**config.mk**
```make
export PLATFORM = sky130hd
export DESIGN_NAME = frame_reorder_gap_fill
export DESIGN_NICKNAME = d
export VERILOG_FILES = /design/src/design/frg_pkg.sv /design/src/design/frg_tag_ram.sv /design/src/design/frame_reorder_gap_fill.sv
export VERILOG_INCLUDE_DIRS = /design/src /design/src/design
export SDC_FILE = /design/constraint.sdc
export NUM_CORES = 1
export LEC_CHECK = 0
export BUFFER_PORTS_ARGS = -buffer_cell sky130_fd_sc_hd__buf_2
export CORE_MARGIN = 3
export CORE_UTILIZATION = 55
export DETAILED_ROUTE_END_ITERATION = 7
export PLACE_DENSITY_LB_ADDON = 0.08
export SLEW_MARGIN = 15
export SYNTH_ARGS = -nofsm -noshare
export SYNTH_HDL_FRONTEND = slang
export SYNTH_SLANG_ARGS = --single-unit
```
**constraint.sdc**
```tcl
create_clock -name aclk -period 7.72 [get_ports aclk]
set_input_delay 2.316 -clock aclk [delete_from_list [all_inputs] [get_ports aclk]]
set_output_delay 2.316 -clock aclk [all_outputs]
set_load 0.01 [all_outputs]
```
**src/design/frame_reorder_gap_fill_macros.svh**
```systemverilog
// ----------------------------------------------------------------------------
// Assertion macros for the frame resequencer
// Shared concurrent assertion forms, clocked on aclk and held off in reset.
// ----------------------------------------------------------------------------
`ifndef FRAME_REORDER_GAP_FILL_MACROS_SVH
`define FRAME_REORDER_GAP_FILL_MACROS_SVH

// Same-cycle implication.
`define FRG_ASSERT_IMPL(label, ante, cons) \
    label: assert property (@(posedge aclk) disable iff (!aresetn) (ante) |-> (cons)) \
        else $error("frame resequencer: same-cycle check failed");

// Next-cycle implication.
`define FRG_ASSERT_NEXT(label, ante, cons) \
    label: assert property (@(posedge aclk) disable iff (!aresetn) (ante) |=> (cons)) \
        else $error("frame resequencer: next-cycle check failed");

`endif

```
**src/design/frg_pkg.sv**
```systemverilog
// ----------------------------------------------------------------------------
// Frame resequencer package
// Types, codes and defaults shared by the resequencer and its tag RAM.
// ----------------------------------------------------------------------------
`timescale 1ns / 1ps

package frg_pkg;

    localparam int WINDOW_DEF = 16;
    localparam int ID_W       = 32;
    localparam int TAG_W      = 16;
    localparam int GAP_W      = 4;

    localparam logic [GAP_W-1:0] MAX_GAP_RESET = 4'd4;

    localparam logic CMD_FRAME = 1'b0;
    localparam logic CMD_FLUSH = 1'b1;

    typedef enum logic [2:0] {
        KIND_FRAME    = 3'd0,
        KIND_FILLER   = 3'd1,
        KIND_STALE    = 3'd2,
        KIND_BEYOND   = 3'd3,
        KIND_BUFFERED = 3'd4
    } kind_t;

    typedef enum logic [1:0] {
        ST_IDLE,
        ST_CHECK,
        ST_SCAN,
        ST_WALK
    } state_t;

    typedef struct packed {
        logic             command;
        logic [ID_W-1:0]  seq_num;
        logic [TAG_W-1:0] payload_tag;
    } in_beat_t;

    typedef struct packed {
        logic [ID_W-1:0]  out_id;
        kind_t            kind;
        logic [TAG_W-1:0] out_tag;
        logic             last;
    } out_beat_t;

endpackage

```
**src/design/frg_tag_ram.sv**
```systemverilog
// ----------------------------------------------------------------------------
// Frame tag RAM
// One write port and one registered read port holding payload tags by slot.
// ----------------------------------------------------------------------------
`timescale 1ns / 1ps

module frg_tag_ram #(
    parameter int DEPTH  = frg_pkg::WINDOW_DEF,
    parameter int ADDR_W = $clog2(frg_pkg::WINDOW_DEF)
) (
    input  logic                     aclk,
    input  logic                     we,
    input  logic [ADDR_W-1:0]        waddr,
    input  logic [frg_pkg::TAG_W-1:0] wdata,
    input  logic                     re,
    input  logic [ADDR_W-1:0]        raddr,
    output logic [frg_pkg::TAG_W-1:0] rdata
);

    logic [frg_pkg::TAG_W-1:0] mem [DEPTH];
    logic [frg_pkg::TAG_W-1:0] rdata_reg;

    always_ff @(posedge aclk) begin
        if (we) begin
            mem[waddr] <= wdata;
        end
    end

    // Read data holds until the next read, so a stalled result keeps its tag.
    always_ff @(posedge aclk) begin
        if (re) begin
            rdata_reg <= mem[raddr];
        end
    end

    assign rdata = rdata_reg;

endmodule

```
**src/design/frame_reorder_gap_fill.sv**
```systemverilog
// ----------------------------------------------------------------------------
// frame_reorder_gap_fill: frame resequencer with gap fill
// Flow: a stale or out-of-window beat is flagged in the check state and passes
//   through the pending entry to the output register; a beat that is only
//   buffered is written to the tag RAM and reported from the scan state;
//   otherwise the walk state reads the tag RAM and gives one result a cycle
//   while the output does not stall. A new beat is accepted only in idle with
//   no result pending.
// Reset: synchronous, active-low aresetn clears the expected id, slot valid
//   flags and control; max_gap returns to 4. The tag RAM is not cleared.
// ----------------------------------------------------------------------------
`timescale 1ns / 1ps

`include "frame_reorder_gap_fill_macros.svh"

module frame_reorder_gap_fill #(
    parameter int WINDOW = frg_pkg::WINDOW_DEF
) (
    input  logic                      aclk,
    input  logic                      aresetn,

    input  logic                      s_valid,
    output logic                      s_ready,
    input  frg_pkg::in_beat_t         s_data,

    output logic                      m_valid,
    input  logic                      m_ready,
    output frg_pkg::out_beat_t        m_data,

    input  logic                      max_gap_we,
    input  logic [frg_pkg::GAP_W-1:0] max_gap_wdata
);

    localparam int SLOT_W = $clog2(WINDOW);
    localparam int CNT_W  = $clog2(WINDOW + 1);
    localparam int CMP_W  = (SLOT_W > frg_pkg::GAP_W) ? SLOT_W : frg_pkg::GAP_W;

    // State and registers
    frg_pkg::state_t               state_reg, state_next;
    frg_pkg::in_beat_t             item_reg;
    logic [frg_pkg::ID_W-1:0]      expected_reg;
    logic [SLOT_W-1:0]             exp_slot_reg;
    logic [WINDOW-1:0]             slot_valid_reg;
    logic [CNT_W-1:0]              forced_reg;
    logic [frg_pkg::GAP_W-1:0]     max_gap_reg;

    logic                          pend_valid_reg;
    logic [frg_pkg::ID_W-1:0]      pend_id_reg;
    frg_pkg::kind_t                pend_kind_reg;
    logic                          pend_last_reg;

    logic                          m_valid_reg;
    frg_pkg::out_beat_t            m_data_reg;

    // Check stage
    logic                          stale;
    logic                          beyond;
    logic [frg_pkg::ID_W-1:0]      off;
    logic [SLOT_W:0]               slot_sum;
    logic [SLOT_W-1:0]             in_slot;

    // Scan stage
    logic [WINDOW-1:0]             rot;
    logic [SLOT_W-1:0]             first_off;
    logic [SLOT_W-1:0]             high_off;
    logic                          any_valid;
    logic                          gap_hit;
    logic [CNT_W-1:0]              forced_val;
    logic                          scan_walk;

    // Walk stage
    logic                          cur_valid;
    logic [SLOT_W-1:0]             next_slot;
    logic [CNT_W-1:0]              forced_after;
    logic                          walk_more;

    // Control
    logic                          pend_move;
    logic                          pend_free;
    logic                          push;
    logic [frg_pkg::ID_W-1:0]      push_id;
    frg_pkg::kind_t                push_kind;
    logic                          push_last;
    logic                          walk_go;
    logic                          mem_we;
    logic                          load_forced;
    logic [frg_pkg::TAG_W-1:0]     rd_tag;

    assign s_ready   = (state_reg == frg_pkg::ST_IDLE) && !pend_valid_reg;
    assign pend_move = pend_valid_reg && (!m_valid_reg || m_ready);
    assign pend_free = !pend_valid_reg || pend_move;

    // Window and slot of an arriving frame.
    always_comb begin
        stale    = item_reg.seq_num < expected_reg;
        off      = item_reg.seq_num - expected_reg;
        beyond   = off >= 32'(WINDOW);
        slot_sum = {1'b0, exp_slot_reg} + {1'b0, off[SLOT_W-1:0]};
        if (slot_sum >= (SLOT_W+1)'(WINDOW)) begin
            in_slot = SLOT_W'(slot_sum - (SLOT_W+1)'(WINDOW));
        end else begin
            in_slot = slot_sum[SLOT_W-1:0];
        end
    end

    // Valid flags rotated so that bit k stands for id expected + k.
    always_comb begin
        logic [SLOT_W:0] idx_sum;
        for (int k = 0; k < WINDOW; k++) begin
            idx_sum = {1'b0, exp_slot_reg} + (SLOT_W+1)'(k);
            if (idx_sum >= (SLOT_W+1)'(WINDOW)) begin
                idx_sum = idx_sum - (SLOT_W+1)'(WINDOW);
            end
            rot[k] = slot_valid_reg[idx_sum[SLOT_W-1:0]];
        end
    end

    always_comb begin
        first_off = '0;
        for (int k = WINDOW - 1; k >= 0; k--) begin
            if (rot[k]) begin
                first_off = SLOT_W'(k);
            end
        end
        high_off = '0;
        for (int k = 0; k < WINDOW; k++) begin
            if (rot[k]) begin
                high_off = SLOT_W'(k);
            end
        end
        any_valid = |slot_valid_reg;
        gap_hit   = CMP_W'(first_off) > CMP_W'(max_gap_reg);
        if (item_reg.command == frg_pkg::CMD_FLUSH) begin
            forced_val = any_valid ? (CNT_W'(high_off) + CNT_W'(1)) : '0;
        end else begin
            forced_val = gap_hit ? CNT_W'(first_off) : '0;
        end
        scan_walk = (forced_val != '0) || rot[0];
    end

    // One walk step: emit the frame at the expected id or a filler for it.
    always_comb begin
        cur_valid    = slot_valid_reg[exp_slot_reg];
        next_slot    = (exp_slot_reg == SLOT_W'(WINDOW - 1)) ? '0 : exp_slot_reg + SLOT_W'(1);
        forced_after = (forced_reg != '0) ? forced_reg - CNT_W'(1) : forced_reg;
        walk_more    = (forced_after != '0) || slot_valid_reg[next_slot];
    end

    always_comb begin
        state_next = state_reg;
        unique case (state_reg)
            frg_pkg::ST_IDLE: begin
                if (s_valid && s_ready) begin
                    state_next = frg_pkg::ST_CHECK;
                end
            end
            frg_pkg::ST_CHECK: begin
                if (item_reg.command == frg_pkg::CMD_FRAME && (stale || beyond)) begin
                    state_next = frg_pkg::ST_IDLE;
                end else begin
                    state_next = frg_pkg::ST_SCAN;
                end
            end
            frg_pkg::ST_SCAN: begin
                state_next = scan_walk ? frg_pkg::ST_WALK : frg_pkg::ST_IDLE;
            end
            frg_pkg::ST_WALK: begin
                if (walk_go && !walk_more) begin
                    state_next = frg_pkg::ST_IDLE;
                end
            end
            default: state_next = frg_pkg::ST_IDLE;
        endcase
    end

    always_comb begin
        push        = 1'b0;
        push_id     = item_reg.seq_num;
        push_kind   = frg_pkg::KIND_BUFFERED;
        push_last   = 1'b1;
        walk_go     = 1'b0;
        mem_we      = 1'b0;
        load_forced = 1'b0;
        unique case (state_reg)
            frg_pkg::ST_IDLE: begin
            end
            frg_pkg::ST_CHECK: begin
                if (item_reg.command == frg_pkg::CMD_FRAME) begin
                    if (stale) begin
                        push      = 1'b1;
                        push_kind = frg_pkg::KIND_STALE;
                    end else if (beyond) begin
                        push      = 1'b1;
                        push_kind = frg_pkg::KIND_BEYOND;
                    end else begin
                        mem_we = 1'b1;
                    end
                end
            end
            frg_pkg::ST_SCAN: begin
                load_forced = 1'b1;
                if (!scan_walk && item_reg.command == frg_pkg::CMD_FRAME) begin
                    push = 1'b1;
                end
            end
            frg_pkg::ST_WALK: begin
                if (pend_free) begin
                    walk_go   = 1'b1;
                    push      = 1'b1;
                    push_id   = expected_reg;
                    push_kind = cur_valid ? frg_pkg::KIND_FRAME : frg_pkg::KIND_FILLER;
                    push_last = !walk_more;
                end
            end
            default: begin
            end
        endcase
    end

    frg_tag_ram #(
        .DEPTH  (WINDOW),
        .ADDR_W (SLOT_W)
    ) u_tag_ram (
        .aclk  (aclk),
        .we    (mem_we),
        .waddr (in_slot),
        .wdata (item_reg.payload_tag),
        .re    (walk_go),
        .raddr (exp_slot_reg),
        .rdata (rd_tag)
    );

    always_ff @(posedge aclk) begin
        if (!aresetn) begin
            state_reg      <= frg_pkg::ST_IDLE;
            expected_reg   <= '0;
            exp_slot_reg   <= '0;
            slot_valid_reg <= '0;
            forced_reg     <= '0;
            max_gap_reg    <= frg_pkg::MAX_GAP_RESET;
            pend_valid_reg <= 1'b0;
            m_valid_reg    <= 1'b0;
        end else begin
            state_reg <= state_next;
            if (max_gap_we) begin
                max_gap_reg <= max_gap_wdata;
            end
            if (mem_we) begin
                slot_valid_reg[in_slot] <= 1'b1;
            end
            if (load_forced) begin
                forced_reg <= forced_val;
            end
            if (walk_go) begin
                slot_valid_reg[exp_slot_reg] <= 1'b0;
                expected_reg                 <= expected_reg + 32'd1;
                exp_slot_reg                 <= next_slot;
                forced_reg                   <= forced_after;
            end
            if (push) begin
                pend_valid_reg <= 1'b1;
            end else if (pend_move) begin
                pend_valid_reg <= 1'b0;
            end
            if (pend_move) begin
                m_valid_reg <= 1'b1;
            end else if (m_ready) begin
                m_valid_reg <= 1'b0;
            end
        end
    end

    always_ff @(posedge aclk) begin
        if (s_valid && s_ready) begin
            item_reg <= s_data;
        end
        if (push) begin
            pend_id_reg   <= push_id;
            pend_kind_reg <= push_kind;
            pend_last_reg <= push_last;
        end
        // The tag read for a frame beat lands together with its pending entry.
        if (pend_move) begin
            m_data_reg.out_id  <= pend_id_reg;
            m_data_reg.kind    <= pend_kind_reg;
            m_data_reg.out_tag <= (pend_kind_reg == frg_pkg::KIND_FRAME) ? rd_tag : '0;
            m_data_reg.last    <= pend_last_reg;
        end
    end

    assign m_valid = m_valid_reg;
    assign m_data  = m_data_reg;

    `FRG_ASSERT_IMPL(a_walk_has_work, state_reg == frg_pkg::ST_WALK, (forced_reg != '0) || slot_valid_reg[exp_slot_reg])
    `FRG_ASSERT_IMPL(a_last_ends_walk, pend_valid_reg && pend_last_reg, state_reg == frg_pkg::ST_IDLE)
    `FRG_ASSERT_NEXT(a_idle_keeps_valid, state_reg == frg_pkg::ST_IDLE, $stable(slot_valid_reg))
    `FRG_ASSERT_IMPL(a_slot_in_range, 1'b1, {1'b0, exp_slot_reg} < (SLOT_W+1)'(WINDOW))

endmodule
```
==> results of run 1 <==
==> final cells by class <==
cell class	count	area, um2
Inverter	69	259
Tap cell	511	639
Clock buffer	62	1260
Clock inverter	25	250
Timing Repair Buffer	140	773
Sequential cell	474	13600
Multi-Input combinational cell	886	7630
Fill cell	2804	13800
==> cells in the mapped netlist, drive strengths merged (32+ instances only) <==
library cell,n
mux4,108
inv,69
nand2,101
o21ai,73
nor2,82
nor3,43
clkbuf,46
nand3,32
edfxtp,409
a21oi,66
dfxtp,65
xnor2,47
ha,55
==> cells by family after synthesis <==
logic type | Yosys count | synth area share
DFF | 474 | 0.629
xor gates and xnor gates | 61 | 0.0247
muxes | 130 | 0.124
buffers and inverters | 129 | 0.0231
AOI/OAI and AO/OA | 272 | 0.0818
and+or+nand+nor | 366 | 0.0834
adders and majority gates | 57 | 0.0337
==> metrics by stage <==
step / worst slack [ns] / power (mW) / instances
2_1_floorplan: 0.715 / 3.09 / 1489
3_3_place_gp: 1.28 / 3.18 / 2080
3_5_place_dp: 1.07 / 3.19 / 2080
4_1_cts: 1.03 / 5.41 / 2167
5_1_grt: 0.623 / 5.54 / 2167
6_report: 1.06 / 5.35 / 2167
==> worst max path at each step <==
| stage | start | end | slack [ns] | cells past startpoint |
|---|---|---|---|---|
| 6_report | exp_slot_reg[2]$_SDFFE_PN0P_ | pend_id_reg[28]$_DFFE_PP_ | 1.06 | 19 |
| 3_3_place_gp | exp_slot_reg[2]$_SDFFE_PN0P_ | pend_id_reg[23]$_DFFE_PP_ | 1.28 | 19 |
| 4_1_cts | exp_slot_reg[2]$_SDFFE_PN0P_ | pend_id_reg[18]$_DFFE_PP_ | 1.03 | 19 |
| 3_5_place_dp | exp_slot_reg[2]$_SDFFE_PN0P_ | pend_id_reg[24]$_DFFE_PP_ | 1.07 | 19 |
| 5_1_grt | exp_slot_reg[2]$_SDFFE_PN0P_ | pend_id_reg[28]$_DFFE_PP_ | 0.62 | 19 |
| 2_1_floorplan | exp_slot_reg[1]$_SDFFE_PN0P_ | pend_id_reg[0]$_DFFE_PP_ | 0.71 | 24 |
==> per-layer routing <==
metal  vias up  wire length (um)
li1       6083                 -
met1      6547             20900
met2       474             23200
met3        77              3070
met4         0              1190
met5         -                 0
==> worst reg2reg max path, delay by kind of cell (launching register included) <==
kind | cells | cell delay, ns
AO/OA/AOI/OAI | 7 | 2.02
XOR/XNOR | 1 | 0.33
flip-flops | 1 | 0.69
adder cells (fa/ha/maj) | 2 | 0.68
AND/OR/NAND/NOR | 7 | 1.34
buffers and inverters | 1 | 0.53
multiplexers | 1 | 0.62
==> power groups by stage <==
stage	clock network, mW	logic, mW	registers, mW
detailed placement	0	0.259	2.93
global placement	0	0.257	2.92
finish	2.21	0.262	2.87
floorplan	0	0.172	2.91
CTS	2.28	0.261	2.87
global route	2.37	0.290	2.88
==> summary.txt, run 1 <==
Logic synthesis
  • Async SR Flop Fraction: 0
  • Synth area leaders: edfxtp_1, mux4_2, dfxtp_1, ha_1, xnor2_1
  • Synth area leader: edfxtp_1
  • Synth warn: 0
  • Cells after synthesis: 1489
  • Area share of the largest cell type after synthesis: 0.569
  • Post-synth EDFFs: 409
  • Mean Syn Cell Area: 14.5 um2
  • Sequential element share of the synthesized area: 0.629
  • Main synth FF type: edfxtp_1
  • Mapped cell area: 21600 um2
  • Post-synth cell types: 76
  • Synthesized Nets: 1604
  • Register bit total from synthesis: 474

Outcome
  • Status: finished, final reports clean

Finish
  • Cell area after layout: 24400 um2
  • Antenna diodes: 0
  • Share of cells above drive strength 1: 0.209
  • Most common cell after layout, fill and taps aside: edfxtp_1
  • Final core occ: 0.639
  • Layout Nets: 1734
  • Most frequent cells in the layout: edfxtp_1, buf_2, mux4_2
  • Synth-to-layout area growth: 13.1%
  • Max reg flops: 256

STA
  • Setup violators final: 0
  • TNS Setup: 0 ns
  • Fin Clk Skew: 0.0348 ns
  • Final hold slack: 0.402 ns
  • Slew HR: 0.292
  • FMAX: 150 MHz
  • Final hold viol count: 0
  • Minimum clock period after layout: 6.66 ns
  • Slew Viols, Final: 0
  • Post-route clock period utilization: 0.862
  • Worst-Margin Slew: 1.06 ns
  • RSZ-0062 raised after global routing: false

Setup path
  • Worst-case reg-to-reg path depth: 19
  • Largest fanout on the critical path: 36
  • Crit-path cells: inv_1 > ha_1 > a21boi_1 > xnor2_1 > mux4_2 > or4_1 > a21bo_2 > nand2_1 > nor2_1 > ha_1 > a21oi_1 > nor2b_1 > o31ai_1 > nor3_1 > nand3_1 > a21oi_1 > a31oi_1 > and4_1 > a221o_2
  • Worst endpoint required time: 7.91 ns
  • CP delay by family, top: compound AO/OA/AOI/OAI gates
  • Critical Path Start Type: flip-flop
  • Arr. time, crit path: 6.85 ns
  • CP Capture Type: flip-flop
  • Delay of the slowest critical-path stage: 0.81 ns
  • Worst R2R End: pend_id_reg[28]$_DFFE_PP_
  • Worst R2R Setup Slack: 1.06 ns
  • Slowest-stage cell, CP: a221o_2
  • WP buf/inv: 1
  • Crit Path Category: flip-flop to flip-flop
  • R2r startpoint: exp_slot_reg[2]$_SDFFE_PN0P_

Pwr
  • Sequential Power Share: 0.537
  • Clock network fraction of design power: 0.414
  • Switch Pwr: 1.16 mW
  • Internal: 4.19 mW
  • Switching part of the total power: 0.217
  • Leak: 8.11 nW
  • Maximum vdd drop: 0.194 mV
  • Power per cell area: 219 nW/um2
  • Combinational fraction of design power: 0.049

Global route
  • Antenna violations before repair: 0
  • Met1 GRT Util: 0.336
  • Vias in the first global route: 12891
  • First-pass GRT wire length: 75100 um
  • Busiest grt layer: met2
  • Global-route usage over all layers: 0.236
  • Overflow after GRT: 0
  • GR Layer Usage met3: 0.0355
  • Grt met2 use: 0.384
  • Largest net degree at the start of global routing: 77

Drt
  • DRC: 0
  • Post-route antenna net violation count: 0
  • Vias per cell: 6.08
  • WL per Instance: 22.3 um
  • DR vias: 13181
  • First DRT Iteration DRCs: 1037
  • Detailed Routing Iterations Pass 1: 5
  • Total wire length: 48400 um

Worst hold path
  • Hold path startpoint: pend_id_reg[12]$_DFFE_PP_
  • Hold Path Depth: 0
  • Min-Delay Path Class: flip-flop to flip-flop
  • Hold Path End: m_data[32]$_DFFE_PP_

Clock tree
  • CTS tree: built
  • Total clock sinks: 474
  • CTS buffer count: 48
  • Post-CTS Resized: 0
  • Root buf cell: clkbuf_16
  • Htree depth: 2
  • Reg clk slew, reported paths: 0.06 ns
  • Hold buffer count at CTS: 0
  • Setup Buffers After CTS: 0
  • Clk buf depth: 3
  • Clk Latency, worst-skew pair: 0.60 ns

Floorplanning
  • Core box area: 38200 um2
  • Initial cell density of the core: 0.565
  • I/O Pins: 112
  • Die X: 204 um
  • Die Height: 204 um
  • Row cnt: 71
  • Die ar.: 41700 um2

Placement
  • DP Area: 22900 um2
  • Dpl hpwl: 30800 um
  • Port bufs: 111
  • Final Wtd Congestion: 0.874

Job
  • Number of max-cap violations: 0
Note: power is estimated with default switching activity, not from simulation.
==> run 2: changes to the inputs <==
--- a/config.mk
+++ b/config.mk
@@ -8,7 +8,8 @@
 export LEC_CHECK = 0
 export BUFFER_PORTS_ARGS = -buffer_cell sky130_fd_sc_hd__buf_2
 export CORE_MARGIN = 3
-export CORE_UTILIZATION = 55
+export CORE_UTILIZATION = 60
+export CTS_BUF_LIST = sky130_fd_sc_hd__clkbuf_16
 export DETAILED_ROUTE_END_ITERATION = 7
 export PLACE_DENSITY_LB_ADDON = 0.08
 export SLEW_MARGIN = 15
==> summary.txt, run 2 (synthesis gave the netlist of run 1 again) <==
Outcome
  • Status: finished, final reports clean

Floorplanning
  • Core box area: 35000 um2
  • Die ar.: 38300 um2
  • Row cnt: 68
  • Initial cell density of the core: 0.617
  • Die X: 196 um
  • I/O Pins: 112
  • Die Height: 196 um

STA
  • Final hold slack: 0.418 ns
  • FMAX: 153 MHz
  • Slew HR: 0.212
  • Setup violators final: 0
  • Final hold viol count: 0
  • Minimum clock period after layout: 6.54 ns
  • RSZ-0062 raised after global routing: false
  • Post-route clock period utilization: 0.848
  • Post-route worst setup slack: 1.18 ns
  • Fin Clk Skew: 0.0193 ns
  • Worst-Margin Slew: 1.18 ns
  • TNS Setup: 0 ns
  • Slew Viols, Final: 0

Setup path
  • Crit path from: exp_slot_reg[1]$_SDFFE_PN0P_
  • CP delay by family, top: compound AO/OA/AOI/OAI gates
  • WP buf/inv: 1
  • Largest fanout on the critical path: 78
  • R2r startpoint: exp_slot_reg[1]$_SDFFE_PN0P_
  • Delay of the slowest critical-path stage: 0.81 ns
  • Most used cell, CP: ha_1
  • CP Capture Type: flip-flop
  • Arr. time, crit path: 6.74 ns
  • Crit Path Category: flip-flop to flip-flop
  • Crit-path cells: buf_4 > ha_1 > xnor2_1 > mux4_2 > a22o_1 > or4_1 > o21ai_0 > ha_1 > a41oi_1 > o31ai_1 > nor3_1 > nand3_1 > a21oi_1 > a31oi_1 > and4_1 > a221o_2
  • Worst endpoint required time: 7.92 ns
  • Slowest-stage cell, CP: buf_4
  • Critical Path Start Type: flip-flop

Finish
  • Synth-to-layout area growth: 12.7%
  • Layout Nets: 1733
  • Share of cells above drive strength 1: 0.211
  • Final cell count without fillers: 2110
  • Antenna diodes: 0
  • Most frequent cells in the layout: edfxtp_1, buf_2, mux4_2
  • Fillers: 2350
  • Max reg flops: 256
  • Most common cell after layout, fill and taps aside: edfxtp_1

Pwr
  • Power per cell area: 219 nW/um2
  • Total chip power: 5.33 mW
  • Maximum vdd drop: 0.310 mV
  • Leak: 8.15 nW

Placement
  • Final Wtd Congestion: 0.939
  • Dpl ws: 1.23 ns
  • Dpl hpwl: 30700 um
  • Placed cells: 2025
  • Port bufs: 111

Global route
  • Antenna violations before repair: 0
  • First-pass GRT wire length: 75600 um
  • Global-route usage over all layers: 0.256
  • Largest net degree at the start of global routing: 79
  • Vias in the first global route: 13175
  • Overflow after GRT: 0

Job
  • Number of max-cap violations: 0

Clock tree
  • Htree depth: 2
  • Setup Buffers After CTS: 0
  • Clk Latency, worst-skew pair: 0.59 ns
  • Reg clk slew, reported paths: 0.07 ns
  • Root buf cell: clkbuf_16
  • Post-CTS Resized: 0
  • CTS buffer count: 46
  • Total clock sinks: 474
  • CTS tree: built
  • Clk buf depth: 3
  • Hold buffer count at CTS: 0

Worst hold path
  • Hold path startpoint: pend_id_reg[1]$_DFFE_PP_
  • Min-Delay Path Class: flip-flop to flip-flop

Drt
  • DRC: 0
  • Vias per cell: 6.31
  • Total wire length: 48900 um
  • Post-route antenna net violation count: 0
  • DR vias: 13310
  • First DRT Iteration DRCs: 1130
  • WL per Instance: 23.2 um
  • Detailed Routing Iterations Pass 1: 5
[run 2: cell count changes in the layout (fill, tap and decap cells not counted), moves of 2 or more]
cell	before	now
clkinv_2	3	7
clkinv_4	0	2
clkbuf_1	13	0
inv_6	2	0
inv_1	68	77
[run 2: per-layer routing]
layer  track usage  up-vias  wire length [um]
met5             0        -                 0
met2         0.425      545             24200
li1              -     6061                 -
met1         0.358     6628             20200
met4        0.0766        0              1110
met3        0.0400       76              3410
[run 2: worst paths after layout]
path	endpoint	slack, ns	cells after the start
worst min-delay path	m_data[21]$_DFFE_PP_	0.42	0
worst max register to register	pend_id_reg[30]$_DFFE_PP_	1.18	16
worst min register to register	m_data[21]$_DFFE_PP_	0.42	0
worst max-delay path	pend_id_reg[30]$_DFFE_PP_	1.18	16
[run 2: final cells by class]
cell class / count / area, um2 / share of cell area
flip-flops and latches: 474 / 13600 / 0.558
clock inverters: 38 / 327 / 0.0134
repair buffers: 141 / 781 / 0.0321
well taps: 455 / 569 / 0.0234
multi-input cells: 886 / 7630 / 0.314
clock buffers: 47 / 1180 / 0.0483
inverters: 69 / 259 / 0.0106
[run 2: metrics by stage]
stage,area (um2),utilization
2_1_floorplan,21600,-
3_3_place_gp,22800,0.653
3_5_place_dp,22800,0.653
4_1_cts,24300,0.696
5_1_grt,24300,0.696
6_report,24300,0.696
[run 2: where the power goes]
group | switching, mW | internal, mW | total [mW]
Sequential | 0.0399 | 2.83 | 2.87
Combinational | 0.169 | 0.0934 | 0.262
Clock | 0.952 | 1.25 | 2.20
Total | 1.16 | 4.17 | 5.33
==> run 3: changes to the inputs <==
--- a/config.mk
+++ b/config.mk
@@ -8,7 +8,7 @@
 export LEC_CHECK = 0
 export BUFFER_PORTS_ARGS = -buffer_cell sky130_fd_sc_hd__buf_2
 export CORE_MARGIN = 3
-export CORE_UTILIZATION = 60
+export CORE_UTILIZATION = 55
 export CTS_BUF_LIST = sky130_fd_sc_hd__clkbuf_16
 export DETAILED_ROUTE_END_ITERATION = 7
 export PLACE_DENSITY_LB_ADDON = 0.08
==> constraint.sdc (replaced) <==
create_clock -name aclk -period 5.5 [get_ports aclk]
set_input_delay 1.65 -clock aclk [delete_from_list [all_inputs] [get_ports aclk]]
set_output_delay 1.65 -clock aclk [all_outputs]
set_load 0.01 [all_outputs]
==> summary.txt, run 3 (synthesis gave the netlist of run 1 again) <==
Finish
  • Layout Nets: 1758
  • Share of cells above drive strength 1: 0.228
  • Synth-to-layout area growth: 14.3%
  • Final core occ: 0.646
  • Antenna diodes: 0
  • Fillers: 2793
  • Most frequent cells in the layout: edfxtp_1, buf_2, mux4_2
  • Reg area: 13600 um2
  • Most common cell after layout, fill and taps aside: edfxtp_1
  • Cell area after layout: 24700 um2
  • Final cell count without fillers: 2193
  • Max reg flops: 256
  • Footprint of the multi-input gates: 7680 um2

Drt
  • DR vias: 13270
  • DRC: 0
  • Total wire length: 49100 um
  • Vias per cell: 6.05
  • Detailed Routing Iterations Pass 1: 5
  • WL per Instance: 22.4 um
  • First DRT Iteration DRCs: 1086
  • Post-route antenna net violation count: 0

Pwr
  • Maximum vdd drop: 0.287 mV
  • Leak: 8.31 nW
  • Power per cell area: 306 nW/um2

Job
  • Number of max-cap violations: 0

Floorplanning
  • Initial cell density of the core: 0.565
  • Die Height: 204 um
  • Core box area: 38200 um2
  • Die X: 204 um
  • Die ar.: 41700 um2
  • I/O Pins: 112
  • Row cnt: 71

Placement
  • Final Wtd Congestion: 0.888
  • Port bufs: 111
  • DP Area: 23100 um2
  • Placed cells: 2104
  • Dpl hpwl: 31700 um

Setup path
  • Crit Path Category: flip-flop to flip-flop
  • Worst R2R Setup Slack: 0.32 ns
  • Slowest-stage cell, CP: mux4_2
  • CP Capture Type: flip-flop
  • Most used cell, CP: mux4_2
  • Delay of the slowest critical-path stage: 0.56 ns
  • Arr. time, crit path: 5.51 ns
  • Critical Path Start Type: flip-flop
  • Worst endpoint required time: 5.83 ns
  • Largest fanout on the critical path: 25
  • Crit-path cells: inv_1 > ha_4 > mux4_2 > mux4_2 > a22o_1 > or4_1 > o21ai_0 > ha_1 > a41oi_2 > o31ai_2 > nor3_2 > nand3_1 > a21oi_1 > a31oi_1 > and4_1 > a221o_4 > buf_12

STA
  • Slew HR: 0.258
  • Fin Clk Skew: 0.0221 ns
  • Slew Viols, Final: 0
  • Worst-Margin Slew: 1.11 ns
  • RSZ-0062 raised after global routing: false
  • Final hold slack: 0.416 ns
  • FMAX: 193 MHz
  • TNS Setup: 0 ns
  • Minimum clock period after layout: 5.18 ns
  • Final hold viol count: 0
  • Setup violators final: 0
  • Post-route clock period utilization: 0.941

Clock tree
  • CTS buffer count: 48
  • Htree depth: 2
  • Root buf cell: clkbuf_16
  • Post-CTS Resized: 0
  • Reg clk slew, reported paths: 0.07 ns
  • Clk Latency, worst-skew pair: 0.60 ns
  • Clk buf depth: 3
  • CTS tree: built
  • Hold buffer count at CTS: 0
  • Total clock sinks: 474
  • Setup Buffers After CTS: 0

Global route
  • Global-route usage over all layers: 0.239
  • Overflow after GRT: 0
  • Largest net degree at the start of global routing: 77
  • Vias in the first global route: 13072
  • Antenna violations before repair: 0
  • First-pass GRT wire length: 75800 um

Worst hold path
  • Min-Delay Path Class: flip-flop to flip-flop

Outcome
  • Status: finished, final reports clean
-- run 3: final timing paths --
check | cells after the start | to | from
setup / recovery | 17 | pend_id_reg[26]$_DFFE_PP_ | exp_slot_reg[1]$_SDFFE_PN0P_
hold / removal | 0 | m_data[27]$_DFFE_PP_ | pend_id_reg[7]$_DFFE_PP_
setup reg to reg | 17 | pend_id_reg[26]$_DFFE_PP_ | exp_slot_reg[1]$_SDFFE_PN0P_
hold reg to reg | 0 | m_data[27]$_DFFE_PP_ | pend_id_reg[7]$_DFFE_PP_
-- run 3: per-layer routing --
metal	GRT usage	vias up	wire, um
li1	-	6118	-
met3	0.0312	75	2430
met5	0	-	0
met1	0.335	6696	21300
met2	0.394	381	24200
met4	0.0747	0	1210
-- run 3: final cells by class --
cell class                      count  share of cell area
Multi-Input combinational cell    886               0.311
Sequential cell                   474               0.551
Timing Repair Buffer              164              0.0392
Clock inverter                     41              0.0135
Clock buffer                       48              0.0487
Inverter                           69              0.0105
Tap cell                          511              0.0259
-- run 3: critical path, delay by kind of cell, from the launching register on --
kind	cells	cell delay, ns
adders and majority gates	2	0.66
buffers and inverters	2	0.31
DFF	1	0.32
muxes	2	1.10
and+or+nand+nor	4	1.10
AOI/OAI and AO/OA	7	1.39
-- run 3: through the flow --
stage | setup WS, ns | total power [mW]
6_report | 0.325 | 7.55
3_5_place_dp | 0.165 | 4.48
3_3_place_gp | 0.292 | 4.47
4_1_cts | 0.132 | 7.63
2_1_floorplan | 0.0180 | 4.33
5_1_grt | 0.0468 | 7.82
-- run 3: power by group --
| part | switching (mW) | internal, mW |
|---|---|---|
| clock | 1.36 | 1.79 |
| sequential | 0.0561 | 3.98 |
| combinational | 0.239 | 0.136 |
| total | 1.65 | 5.90 |
